**src/hw/rtl/nvs_pkg.sv**
```systemverilog
// Package for the nearest value search unit.
// Holds command, status and read-select codes and the controller/datapath structs.
// No dependencies.
`timescale 1ns / 1ps
`default_nettype none

package nvs_pkg;

    localparam int NVS_MAX_ENTRIES = 64;

    localparam logic [1:0] CMD_CLEAR  = 2'd0;
    localparam logic [1:0] CMD_INSERT = 2'd1;
    localparam logic [1:0] CMD_QUERY  = 2'd2;

    localparam logic [1:0] ST_OK    = 2'd0;
    localparam logic [1:0] ST_EMPTY = 2'd1;
    localparam logic [1:0] ST_FULL  = 2'd2;
    localparam logic [1:0] ST_DUP   = 2'd3;

    localparam logic [1:0] RD_MID    = 2'd0;
    localparam logic [1:0] RD_POS    = 2'd1;
    localparam logic [1:0] RD_POS_M1 = 2'd2;
    localparam logic [1:0] RD_IDX_M1 = 2'd3;

    localparam logic [1:0] RES_ZERO = 2'd0;
    localparam logic [1:0] RES_DATA = 2'd1;
    localparam logic [1:0] RES_PICK = 2'd2;

    typedef struct packed {
        logic       load;
        logic       clear_count;
        logic       rd_en;
        logic [1:0] rd_sel;
        logic       search_upd;
        logic       idx_load;
        logic       shift_wr;
        logic       ins_wr;
        logic       res_load;
        logic [1:0] res_status;
        logic [1:0] res_src;
        logic       below_load;
        logic       out_load;
    } nvs_cmd_t;

    typedef struct packed {
        logic [1:0] cmd;
        logic       count_zero;
        logic       count_full;
        logic       lo_lt_hi;
        logic       pos_zero;
        logic       pos_lt_count;
        logic       rd_eq_val;
        logic       idx_gt_pos;
    } nvs_stat_t;

endpackage

`default_nettype wire

```
**src/hw/rtl/nvs_datapath.sv**
```systemverilog
// Datapath of the nearest value search unit: sorted value store, search bounds,
// shift index, result and output registers. Depends on nvs_pkg.
`timescale 1ns / 1ps
`default_nettype none

module nvs_datapath
    import nvs_pkg::*;
#(
    parameter int MAX_ENTRIES = NVS_MAX_ENTRIES
) (
    input  wire logic               aclk,
    input  wire logic               aresetn,
    input  wire logic [1:0]         s_command,
    input  wire logic signed [31:0] s_operand_value,
    input  wire nvs_cmd_t           cmd_i,
    output nvs_stat_t               stat_o,
    output logic [1:0]              m_status,
    output logic signed [31:0]      m_nearest_value
);

    localparam int AW = (MAX_ENTRIES > 1) ? $clog2(MAX_ENTRIES) : 1;
    localparam int CW = $clog2(MAX_ENTRIES + 1);
    localparam logic [CW-1:0] MaxCount = CW'(MAX_ENTRIES);

    logic [31:0] value_store_mem [MAX_ENTRIES];

    logic [1:0]         cmd_reg;
    logic signed [31:0] val_reg;
    logic [CW-1:0]      count_reg, count_next;
    logic [CW-1:0]      lo_reg, lo_next;
    logic [CW-1:0]      hi_reg, hi_next;
    logic [CW-1:0]      idx_reg, idx_next;
    logic signed [31:0] rd_data_reg;
    logic signed [31:0] below_reg;
    logic [1:0]         res_status_reg;
    logic signed [31:0] res_value_reg;
    logic [1:0]         out_status_reg;
    logic signed [31:0] out_value_reg;

    logic [CW-1:0]      mid;
    logic [CW-1:0]      rd_idx;
    logic [CW-1:0]      wr_idx;
    logic [31:0]        wr_data;
    logic               wr_en;
    logic signed [32:0] dist_lo;
    logic signed [32:0] dist_hi;
    logic signed [31:0] pick_value;
    logic signed [31:0] res_value;

    assign mid = lo_reg + ((hi_reg - lo_reg) >> 1);

    always_comb begin
        case (cmd_i.rd_sel)
            RD_MID:    rd_idx = mid;
            RD_POS:    rd_idx = lo_reg;
            RD_POS_M1: rd_idx = lo_reg - CW'(1);
            RD_IDX_M1: rd_idx = idx_reg - CW'(1);
            default:   rd_idx = mid;
        endcase
    end

    assign wr_en   = cmd_i.shift_wr | cmd_i.ins_wr;
    assign wr_idx  = cmd_i.shift_wr ? idx_reg : lo_reg;
    assign wr_data = cmd_i.shift_wr ? rd_data_reg : val_reg;

    always_ff @(posedge aclk) begin
        if (wr_en) begin
            value_store_mem[wr_idx[AW-1:0]] <= wr_data;
        end
        if (cmd_i.rd_en) begin
            rd_data_reg <= value_store_mem[rd_idx[AW-1:0]];
        end
    end

    assign dist_lo    = {val_reg[31], val_reg} - {below_reg[31], below_reg};
    assign dist_hi    = {rd_data_reg[31], rd_data_reg} - {val_reg[31], val_reg};
    assign pick_value = (dist_lo <= dist_hi) ? below_reg : rd_data_reg;

    always_comb begin
        case (cmd_i.res_src)
            RES_ZERO: res_value = '0;
            RES_DATA: res_value = rd_data_reg;
            RES_PICK: res_value = pick_value;
            default:  res_value = '0;
        endcase
    end

    always_comb begin
        count_next = count_reg;
        lo_next    = lo_reg;
        hi_next    = hi_reg;
        idx_next   = idx_reg;
        if (cmd_i.load) begin
            lo_next = '0;
            hi_next = count_reg;
        end
        if (cmd_i.clear_count) begin
            count_next = '0;
        end
        if (cmd_i.search_upd) begin
            if (rd_data_reg < val_reg) begin
                lo_next = mid + CW'(1);
            end else begin
                hi_next = mid;
            end
        end
        if (cmd_i.idx_load) begin
            idx_next = count_reg;
        end
        if (cmd_i.shift_wr) begin
            idx_next = idx_reg - CW'(1);
        end
        if (cmd_i.ins_wr) begin
            count_next = count_reg + CW'(1);
        end
    end

    always_ff @(posedge aclk) begin
        if (!aresetn) begin
            count_reg <= '0;
        end else begin
            count_reg <= count_next;
        end
    end

    always_ff @(posedge aclk) begin
        lo_reg  <= lo_next;
        hi_reg  <= hi_next;
        idx_reg <= idx_next;
        if (cmd_i.load) begin
            cmd_reg <= s_command;
            val_reg <= s_operand_value;
        end
        if (cmd_i.below_load) begin
            below_reg <= rd_data_reg;
        end
        if (cmd_i.res_load) begin
            res_status_reg <= cmd_i.res_status;
            res_value_reg  <= res_value;
        end
        if (cmd_i.out_load) begin
            out_status_reg <= res_status_reg;
            out_value_reg  <= res_value_reg;
        end
    end

    assign stat_o.cmd          = cmd_reg;
    assign stat_o.count_zero   = (count_reg == '0);
    assign stat_o.count_full   = (count_reg >= MaxCount);
    assign stat_o.lo_lt_hi     = (lo_reg < hi_reg);
    assign stat_o.pos_zero     = (lo_reg == '0);
    assign stat_o.pos_lt_count = (lo_reg < count_reg);
    assign stat_o.rd_eq_val    = (rd_data_reg == val_reg);
    assign stat_o.idx_gt_pos   = (idx_reg > lo_reg);

    assign m_status        = out_status_reg;
    assign m_nearest_value = out_value_reg;

endmodule

`default_nettype wire

```
**src/hw/rtl/nvs_ctrl.sv**
```systemverilog
// Controller of the nearest value search unit: sequences search, insert shift
// and query steps and owns the handshakes. Depends on nvs_pkg.
`timescale 1ns / 1ps
`default_nettype none

module nvs_ctrl
    import nvs_pkg::*;
(
    input  wire logic      aclk,
    input  wire logic      aresetn,
    input  wire logic      s_valid,
    output logic           s_ready,
    output logic           m_valid,
    input  wire logic      m_ready,
    input  wire nvs_stat_t stat_i,
    output nvs_cmd_t       cmd_o
);

    localparam logic [3:0] S_IDLE     = 4'd0;
    localparam logic [3:0] S_DECODE   = 4'd1;
    localparam logic [3:0] S_SEARCH   = 4'd2;
    localparam logic [3:0] S_SCMP     = 4'd3;
    localparam logic [3:0] S_POST     = 4'd4;
    localparam logic [3:0] S_INS_CHK  = 4'd5;
    localparam logic [3:0] S_INS_FULL = 4'd6;
    localparam logic [3:0] S_SHIFT    = 4'd7;
    localparam logic [3:0] S_SHIFT_WR = 4'd8;
    localparam logic [3:0] S_Q_ONE    = 4'd9;
    localparam logic [3:0] S_Q_BELOW  = 4'd10;
    localparam logic [3:0] S_Q_ABOVE  = 4'd11;
    localparam logic [3:0] S_FIN      = 4'd12;

    logic [3:0] state_reg, state_next;
    logic       m_valid_reg, m_valid_next;

    assign s_ready = (state_reg == S_IDLE);
    assign m_valid = m_valid_reg;

    always_comb begin
        state_next = state_reg;
        cmd_o      = '0;
        case (state_reg)
            S_IDLE: begin
                if (s_valid) begin
                    cmd_o.load = 1'b1;
                    state_next = S_DECODE;
                end
            end
            S_DECODE: begin
                cmd_o.res_status = ST_OK;
                cmd_o.res_src    = RES_ZERO;
                case (stat_i.cmd)
                    CMD_CLEAR: begin
                        cmd_o.clear_count = 1'b1;
                        cmd_o.res_load    = 1'b1;
                        state_next        = S_FIN;
                    end
                    CMD_INSERT: begin
                        state_next = S_SEARCH;
                    end
                    CMD_QUERY: begin
                        if (stat_i.count_zero) begin
                            cmd_o.res_load   = 1'b1;
                            cmd_o.res_status = ST_EMPTY;
                            state_next       = S_FIN;
                        end else begin
                            state_next = S_SEARCH;
                        end
                    end
                    default: begin
                        cmd_o.res_load = 1'b1;
                        state_next     = S_FIN;
                    end
                endcase
            end
            S_SEARCH: begin
                if (stat_i.lo_lt_hi) begin
                    cmd_o.rd_en  = 1'b1;
                    cmd_o.rd_sel = RD_MID;
                    state_next   = S_SCMP;
                end else begin
                    state_next = S_POST;
                end
            end
            S_SCMP: begin
                cmd_o.search_upd = 1'b1;
                state_next       = S_SEARCH;
            end
            S_POST: begin
                if (stat_i.cmd == CMD_INSERT) begin
                    if (stat_i.pos_lt_count) begin
                        cmd_o.rd_en  = 1'b1;
                        cmd_o.rd_sel = RD_POS;
                        state_next   = S_INS_CHK;
                    end else begin
                        state_next = S_INS_FULL;
                    end
                end else if (stat_i.pos_zero) begin
                    cmd_o.rd_en  = 1'b1;
                    cmd_o.rd_sel = RD_POS;
                    state_next   = S_Q_ONE;
                end else if (!stat_i.pos_lt_count) begin
                    cmd_o.rd_en  = 1'b1;
                    cmd_o.rd_sel = RD_POS_M1;
                    state_next   = S_Q_ONE;
                end else begin
                    cmd_o.rd_en  = 1'b1;
                    cmd_o.rd_sel = RD_POS_M1;
                    state_next   = S_Q_BELOW;
                end
            end
            S_INS_CHK: begin
                if (stat_i.rd_eq_val) begin
                    cmd_o.res_load   = 1'b1;
                    cmd_o.res_status = ST_DUP;
                    cmd_o.res_src    = RES_ZERO;
                    state_next       = S_FIN;
                end else begin
                    state_next = S_INS_FULL;
                end
            end
            S_INS_FULL: begin
                if (stat_i.count_full) begin
                    cmd_o.res_load   = 1'b1;
                    cmd_o.res_status = ST_FULL;
                    cmd_o.res_src    = RES_ZERO;
                    state_next       = S_FIN;
                end else begin
                    cmd_o.idx_load = 1'b1;
                    state_next     = S_SHIFT;
                end
            end
            S_SHIFT: begin
                if (stat_i.idx_gt_pos) begin
                    cmd_o.rd_en  = 1'b1;
                    cmd_o.rd_sel = RD_IDX_M1;
                    state_next   = S_SHIFT_WR;
                end else begin
                    cmd_o.ins_wr     = 1'b1;
                    cmd_o.res_load   = 1'b1;
                    cmd_o.res_status = ST_OK;
                    cmd_o.res_src    = RES_ZERO;
                    state_next       = S_FIN;
                end
            end
            S_SHIFT_WR: begin
                cmd_o.shift_wr = 1'b1;
                state_next     = S_SHIFT;
            end
            S_Q_ONE: begin
                cmd_o.res_load   = 1'b1;
                cmd_o.res_status = ST_OK;
                cmd_o.res_src    = RES_DATA;
                state_next       = S_FIN;
            end
            S_Q_BELOW: begin
                cmd_o.below_load = 1'b1;
                cmd_o.rd_en      = 1'b1;
                cmd_o.rd_sel     = RD_POS;
                state_next       = S_Q_ABOVE;
            end
            S_Q_ABOVE: begin
                cmd_o.res_load   = 1'b1;
                cmd_o.res_status = ST_OK;
                cmd_o.res_src    = RES_PICK;
                state_next       = S_FIN;
            end
            S_FIN: begin
                if (!m_valid_reg || m_ready) begin
                    cmd_o.out_load = 1'b1;
                    state_next     = S_IDLE;
                end
            end
            default: begin
                state_next = S_IDLE;
            end
        endcase
    end

    always_comb begin
        m_valid_next = m_valid_reg;
        if (cmd_o.out_load) begin
            m_valid_next = 1'b1;
        end else if (m_ready) begin
            m_valid_next = 1'b0;
        end
    end

    always_ff @(posedge aclk) begin
        if (!aresetn) begin
            state_reg   <= S_IDLE;
            m_valid_reg <= 1'b0;
        end else begin
            state_reg   <= state_next;
            m_valid_reg <= m_valid_next;
        end
    end

endmodule

`default_nettype wire

```
**src/hw/rtl/nearest_value_search_unit.sv**
```systemverilog
// Nearest value search unit: sorted set of distinct signed values with clear,
// insert and nearest-value query. One item at a time; a new item is taken while a
// result still waits in the output register. Query time is set by the binary search
// over the one read port. Insert shifts each entry at or above the insert position
// up by one, with a read and a write per shifted entry.
// Reset empties the set; the store itself is not cleared. Depends on nvs_pkg.
`timescale 1ns / 1ps
`default_nettype none

module nearest_value_search_unit
    import nvs_pkg::*;
#(
    parameter int MAX_ENTRIES = NVS_MAX_ENTRIES
) (
    input  wire logic               aclk,
    input  wire logic               aresetn,
    input  wire logic               s_valid,
    output logic                    s_ready,
    input  wire logic [1:0]         s_command,
    input  wire logic signed [31:0] s_operand_value,
    output logic                    m_valid,
    input  wire logic               m_ready,
    output logic [1:0]              m_status,
    output logic signed [31:0]      m_nearest_value
);

    nvs_cmd_t  dp_cmd;
    nvs_stat_t dp_stat;

    nvs_ctrl u_ctrl (
        .aclk    (aclk),
        .aresetn (aresetn),
        .s_valid (s_valid),
        .s_ready (s_ready),
        .m_valid (m_valid),
        .m_ready (m_ready),
        .stat_i  (dp_stat),
        .cmd_o   (dp_cmd)
    );

    nvs_datapath #(
        .MAX_ENTRIES (MAX_ENTRIES)
    ) u_datapath (
        .aclk            (aclk),
        .aresetn         (aresetn),
        .s_command       (s_command),
        .s_operand_value (s_operand_value),
        .cmd_i           (dp_cmd),
        .stat_o          (dp_stat),
        .m_status        (m_status),
        .m_nearest_value (m_nearest_value)
    );

endmodule

`default_nettype wire
```
**config.mk**
```make
export PLATFORM = sky130hd
export DESIGN_NAME = nearest_value_search_unit
export DESIGN_NICKNAME = d
export VERILOG_FILES = /design/src/hw/rtl/nvs_pkg.sv /design/src/hw/rtl/nvs_datapath.sv /design/src/hw/rtl/nvs_ctrl.sv /design/src/hw/rtl/nearest_value_search_unit.sv
export SDC_FILE = /design/constraint.sdc
export NUM_CORES = 2
export LEC_CHECK = 0
export ABC_AREA = 1
export BUFFER_PORTS_ARGS = -buffer_cell sky130_fd_sc_hd__clkbuf_2
export CORE_MARGIN = 10
export CORE_UTILIZATION = 25
export DETAILED_ROUTE_END_ITERATION = 12
export PLACE_DENSITY_LB_ADDON = 0.05
export SETUP_SLACK_MARGIN = 0.15
export SYNTH_ARGS = -nofsm -noshare
export SYNTH_HDL_FRONTEND = slang
export SYNTH_SLANG_ARGS = --single-unit
```
**constraint.sdc**
```tcl
create_clock -name aclk -period 5.62 [get_ports aclk]
set_clock_uncertainty 0.1 [all_clocks]
set_input_delay 1.124 -clock aclk [delete_from_list [all_inputs] [get_ports aclk]]
set_output_delay 1.124 -clock aclk [all_outputs]
set_load 0.01 [all_outputs]
```
### After elaboration in Yosys (flattened, before gate mapping)

Memories as Yosys holds them, arrays and structs flattened. A register that Yosys moved wholly into a read port is not among the register bits.
Cells that the tools add are included.

* register bits: 167
* memory bits (writable): 2048
* input bits: 38
* logic and storage cells: 120
* memories: 1

* add/subtract/negate cells: 8
* $lt $le $gt $ge: 6
* eq/ne operators: 22
* mux-type cells: 57
* bitwise gates (word level): 1
* reductions and logical operators: 12

Memory list
* u_datapath.value_store_mem: depth 64, width 32, read ports 1, clocked after memory_dff 1, write ports 1, line nvs_datapath.sv:25 `logic [31:0] value_store_mem [MAX_ENTRIES];`

Operators by type and width (number)
* $mux W7: 10
* $sub A32 B32 Y33: 2
* $mux W32: 2
* $pmux W32 S2: 1
* $pmux W4 S12: 1
* $le A33 B33 Y1: 1
* $eq A32 B32 Y1: 1
* $lt A32 B32 Y1: 1
* $pmux W5 S6: 1
* $mux W4: 7
* $pmux W6 S4: 1
* $mux W3: 7
* $eq A4 B4 Y1 const B: 5
* $eq A4 B3 Y1 const B: 4
* $mux W1: 16
* $add A7 B1 Y7 const B: 2
* $logic_not A7 Y1: 2
* $lt A7 B7 Y1: 2
* $mux W6: 2
* $pmux W3 S4: 1
* $mux W5: 2
* $eq A2 B2 Y1 const B: 4
* $eq A4 B2 Y1 const B: 2
* $mux W2: 4
* other kinds (20): 25

### Logic depth before layout (Yosys ltp)

* depth after elaboration: 6
* gate-level depth with buffers: 31
* depth with buffers taken out: 30

### By module

Synthesis repeated with hierarchy kept, for this count alone.

* cell total of the unflattened synthesis: 8977
* area total of the unflattened synthesis: 99008.7 um^2

By module, submodules not included
* nvs_datapath: times used 1, cells each 8852, area an instance 98363.1 um^2, sequential area each 67114.4 um^2
* nvs_ctrl: times used 1, cells each 125, area an instance 645.6 um^2, sequential area each 100.1 um^2

### Worst setup path before layout

OpenSTA, ideal clock, no wires.

* path kind: register to register
* start point: register u_datapath.rd_data_reg[0] (read register of u_datapath.value_store_mem)
* end point: register u_datapath.res_value_reg[0], data pin
* setup time: 0.270 ns
* arrival time: 4.137 ns
* data required time: 5.250 ns
* setup slack: 1.112 ns
* cell stages (with the launch flop): 32
* period minus slack after synthesis: 4.508 ns
* cell sequence: edfxtp_1 inv_1 ha_1 inv_1 fa_1 nand3_1 nand2_1 nand2_1 nand3_1 nand2_1 nand2_1 a21oi_1 o221ai_1 a21boi_0 xor2_1 ha_1 nand2_1 o21bai_1 nand2_1 a21oi_1 nor2_1 nor2_1 o21ai_0 a21oi_1 nand3_1 nand2_1 nand2_1 inv_1 clkbuf_1 nand2_1 nand3_1 a21oi_1

* longest elaborated chain between the ends: 4

RTL lines
* from (decl): line nvs_datapath.sv:33 `logic signed [31:0] rd_data_reg;`
* $sub A32 B32 Y33: line nvs_datapath.sv:76 `assign dist_hi = {rd_data_reg[31], rd_data_reg} - {val_reg[31], val_reg};`
* $le A33 B33 Y1: line nvs_datapath.sv:77 `assign pick_value = (dist_lo <= dist_hi) ? below_reg : rd_data_reg;`
* $mux W32: line nvs_datapath.sv:77
* $pmux W32 S2 (*): line nvs_datapath.sv:80 `case (cmd_i.res_src)`
* net u_datapath.res_value[0]: line nvs_datapath.sv:48 `logic signed [31:0] res_value;`
* to (signal assigned): line nvs_datapath.sv:139 `res_value_reg <= res_value;`
* to (decl): line nvs_datapath.sv:36 `logic signed [31:0] res_value_reg;`

The timed path passes the listed nets; every way through them passes the cells marked *.
A chain may end at the register's enable or synchronous reset.

### Worst setup path in the final report

* start point: register u_datapath.lo_reg[1]
* end point: register u_datapath.rd_data_reg[27] (read register of u_datapath.value_store_mem), data pin

* longest elaborated chain between the ends: 6
* elaborated cells between the ends (all ways): 18
* those cells by class: add/sub: 3; order compare: 3; eq/ne: 3; mux: 7; reduce/logical: 2

RTL lines
* from (decl): line nvs_datapath.sv:30 `logic [CW-1:0] lo_reg, lo_next;`
* from (signal assigned): line nvs_datapath.sv:127 `lo_reg <= lo_next;`
* branches (longest 6 deep; another with $sub A7 B7 Y7)

Parallel ways; which one is timed is not known.

==> key figures <==
Outcome
  – Status: finished clean

Clock network
  – Largest buffer count on any clock path: 4
  – Clock transition at path regs: 0.05 ns
  – Hold-fix buffers, CTS: 0
  – Clock Tree Root: clkbuf_16
  – CTS sink cnt: 2247
  – Post_cts resized: 0
  – Worst skew pair latency: 0.92 ns
  – TritonCTS buffer count: 289
  – CTS tree: yes
  – H-tree depth: 5
  – Setup bufs post-CTS: 0

STA
  – Least-Margin Pin Slew: 1.26 ns
  – RSZ-0062 raised after global routing: no
  – Tcrit/Tclk final: 95.2%
  – Crit path time final: 5.35 ns
  – Relative slew slack: 16.2%
  – # setup viols final: 0
  – Fin. max-slew vios: 0
  – Fmax: 187 MHz
  – TNS Setup: 0 ns
  – Final Hold Vio Count: 0

Yosys
  – Syn Area/Cell: 10.6 um^2
  – Count of unique library cells instantiated by Yosys: 49
  – Cells after synthesis: 9395
  – Ys flop type: edfxtp_1
  – Share of the yosys chip area belonging to registers: 67.4%
  – #FFs+latches synth: 2247
  – Synth warn: 0
  – Ys async rst share: 0%
  – EDFF count, synth: 2221
  – Synth Net Count: 9572
  – Post-Synthesis Cell Area: 99700 um^2

Floorplanning
  – # rows: 231
  – I/O Pins: 74
  – Die Width: 652 um
  – Core footprint: 397000 um^2
  – Chip height: 652 um
  – Initial Util: 25.2%
  – Die ar.: 425000 um^2

Detailed routing
  – DRT iter0 DRCs: 5648
  – DR pass1 iterations: 5
  – Vias post-DR: 71500
  – DR vias/cell: 4.74
  – DRC Markers: 0
  – Drt total wl: 396 mm
  – Wirelength per Cell: 26.3 um
  – Post-route ant nets: 0

Global route
  – Total gr overflow: 0
  – Initial antenna violation count: 25
  – Largest net degree at the start of global routing: 137
  – Number of global-route vias before repair: 70300
  – Total GRT Usage: 17.9%
  – First-pass GRT wire length: 557 mm

Placement
  – DP HPWL: 235 mm
  – Area post-placement: 109000 um^2
  – Final Wtd Congestion: 0.843
  – Port Buffers: 73

Hold path
  – Hold depth: 1
  – Hold Path Class: primary input to flop
  – Hold_sp: s_command[0]
  – Hold endpoint: u_datapath.cmd_reg[0]$_DFFE_PP_

Final layout
  – Max reg flops: 2048
  – Layout area overhead: 18.3%
  – Design area: 118000 um^2
  – Post-Route Utilization: 29.8%
  – Commonest non-fill, non-tap cell in the layout: nand2_1
  – FF/Latch Area: 67200 um^2
  – Layout cells sized above 1: 10.4%
  – Most frequent cells in the layout: 3467 x nand2_1, 2221 x edfxtp_1, 2064 x nand3_1
  – Fill count: 40800
  – Final net count: 9793
  – Multi-input gate area: 29500 um^2

Critical path
  – Worst Setup Start Kind: flop
  – RR Startpoint: u_datapath.lo_reg[1]$_DFF_P_
  – CP endpoint kind: flop
  – Setup CP Type: flop to flop
  – Crit path DAT: 5.88 ns
  – Worst R2R Setup Slack: 0.27 ns
  – Reg2reg path depth: 17
  – Max Fanout on Critical Path: 68
  – Worst Path Required: 6.14 ns
  – RR Endpoint: u_datapath.rd_data_reg[27]$_DFFE_PP_

Job
  – Max-Cap Viols: 0
how the worst max path moves through the flow:
stage                                                   to                                start  depth (start not counted)
floorplan            u_datapath.res_value_reg[0]$_DFFE_PP_  u_datapath.rd_data_reg[0]$_DFFE_PP_                         31
global placement       u_datapath.rd_data_reg[1]$_DFFE_PP_         u_datapath.lo_reg[1]$_DFF_P_                         23
detailed placement     u_datapath.rd_data_reg[1]$_DFFE_PP_         u_datapath.lo_reg[1]$_DFF_P_                         23
CTS                    u_datapath.rd_data_reg[1]$_DFFE_PP_         u_datapath.lo_reg[1]$_DFF_P_                         23
global route        u_datapath.res_value_reg[28]$_DFFE_PP_      u_datapath.val_reg[0]$_DFFE_PP_                         28
finish                u_datapath.rd_data_reg[27]$_DFFE_PP_         u_datapath.lo_reg[1]$_DFF_P_                         17
through the flow:
step                hold WS, ns  worst slack (ns)  std cells
global placement          0.303             0.248      14600
finish                    0.298             0.269      15100
global route              0.258             0.152      15100
detailed placement        0.305             0.187      14600
CTS                       0.206             0.186      15100
floorplan                 0.300              1.11       9395
cells by family after synthesis:
logic type,count (synthesis),synth area share (%)
AND/OR/NAND/NOR,5753,24.4
flip-flops,2247,67.4
buffers and inverters,855,3.92
AO/OA/AOI/OAI,320,1.78
adder cells (fa/ha/maj),139,1.77
XOR/XNOR,81,0.711
worst max-delay path, stage by stage, from the launching register on:
cell     delay, ns
dfxtp_1       0.48
inv_1         0.26
fa_1          0.49
a221o_1       0.39
xor2_1        0.17
ha_1          0.30
or3_1         0.35
nand2_1       0.19
inv_1         0.13
o21ai_4       0.23
buf_12        0.22
inv_6         0.06
buf_12        0.24
buf_4         0.37
nand3_1       0.19
nand3_1       0.28
nand3_1       0.33
nand2_1       0.13
routing by layer:
metal | track usage, % | share of wire, % | vias up
met5 | 0 | 0 | -
met3 | 2.26 | 4.2 | 437
met1 | 25.3 | 47 | 36400
met2 | 29.3 | 46 | 1644
li1 | - | - | 33100
met4 | 4.10 | 2.3 | 0
cell type report:
cell class / count / area share [%]
clock inverter: 140 / 0.879
clock buffer: 374 / 6.65
timing repair buffer: 514 / 4.05
inverter: 271 / 0.887
sequential: 2247 / 57.0
antenna: 12 / 0.0254
tap: 5242 / 5.56
multi-input combinational: 6293 / 25.0
synth_stat cells (8+ instances only):
| master | instances | area share, % |
|---|---|---|
| buf_2 | 358 | 1.8 |
| ha_1 | 135 | 1.7 |
| o211ai_1 | 8 | 0.060 |
| a21oi_1 | 148 | 0.74 |
| nor2_1 | 147 | 0.55 |
| clkbuf_1 | 139 | 0.52 |
| buf_4 | 35 | 0.26 |
| buf_6 | 16 | 0.18 |
| o21ai_0 | 108 | 0.54 |
| nand3_1 | 2067 | 10 |
| o21bai_1 | 9 | 0.068 |
| dfxtp_1 | 26 | 0.52 |
| inv_2 | 8 | 0.030 |
| xnor2_1 | 28 | 0.25 |
| nand4_1 | 22 | 0.14 |
| buf_1 | 36 | 0.14 |
| inv_1 | 261 | 0.98 |
| edfxtp_1 | 2221 | 67 |
| xor2_1 | 53 | 0.47 |
| nand2_1 | 3468 | 13 |
| nor3_1 | 20 | 0.10 |
Power is left out: the tool's default activity adds up to more than one toggle a clock period on the data nets, which glitch-free logic cannot reach.
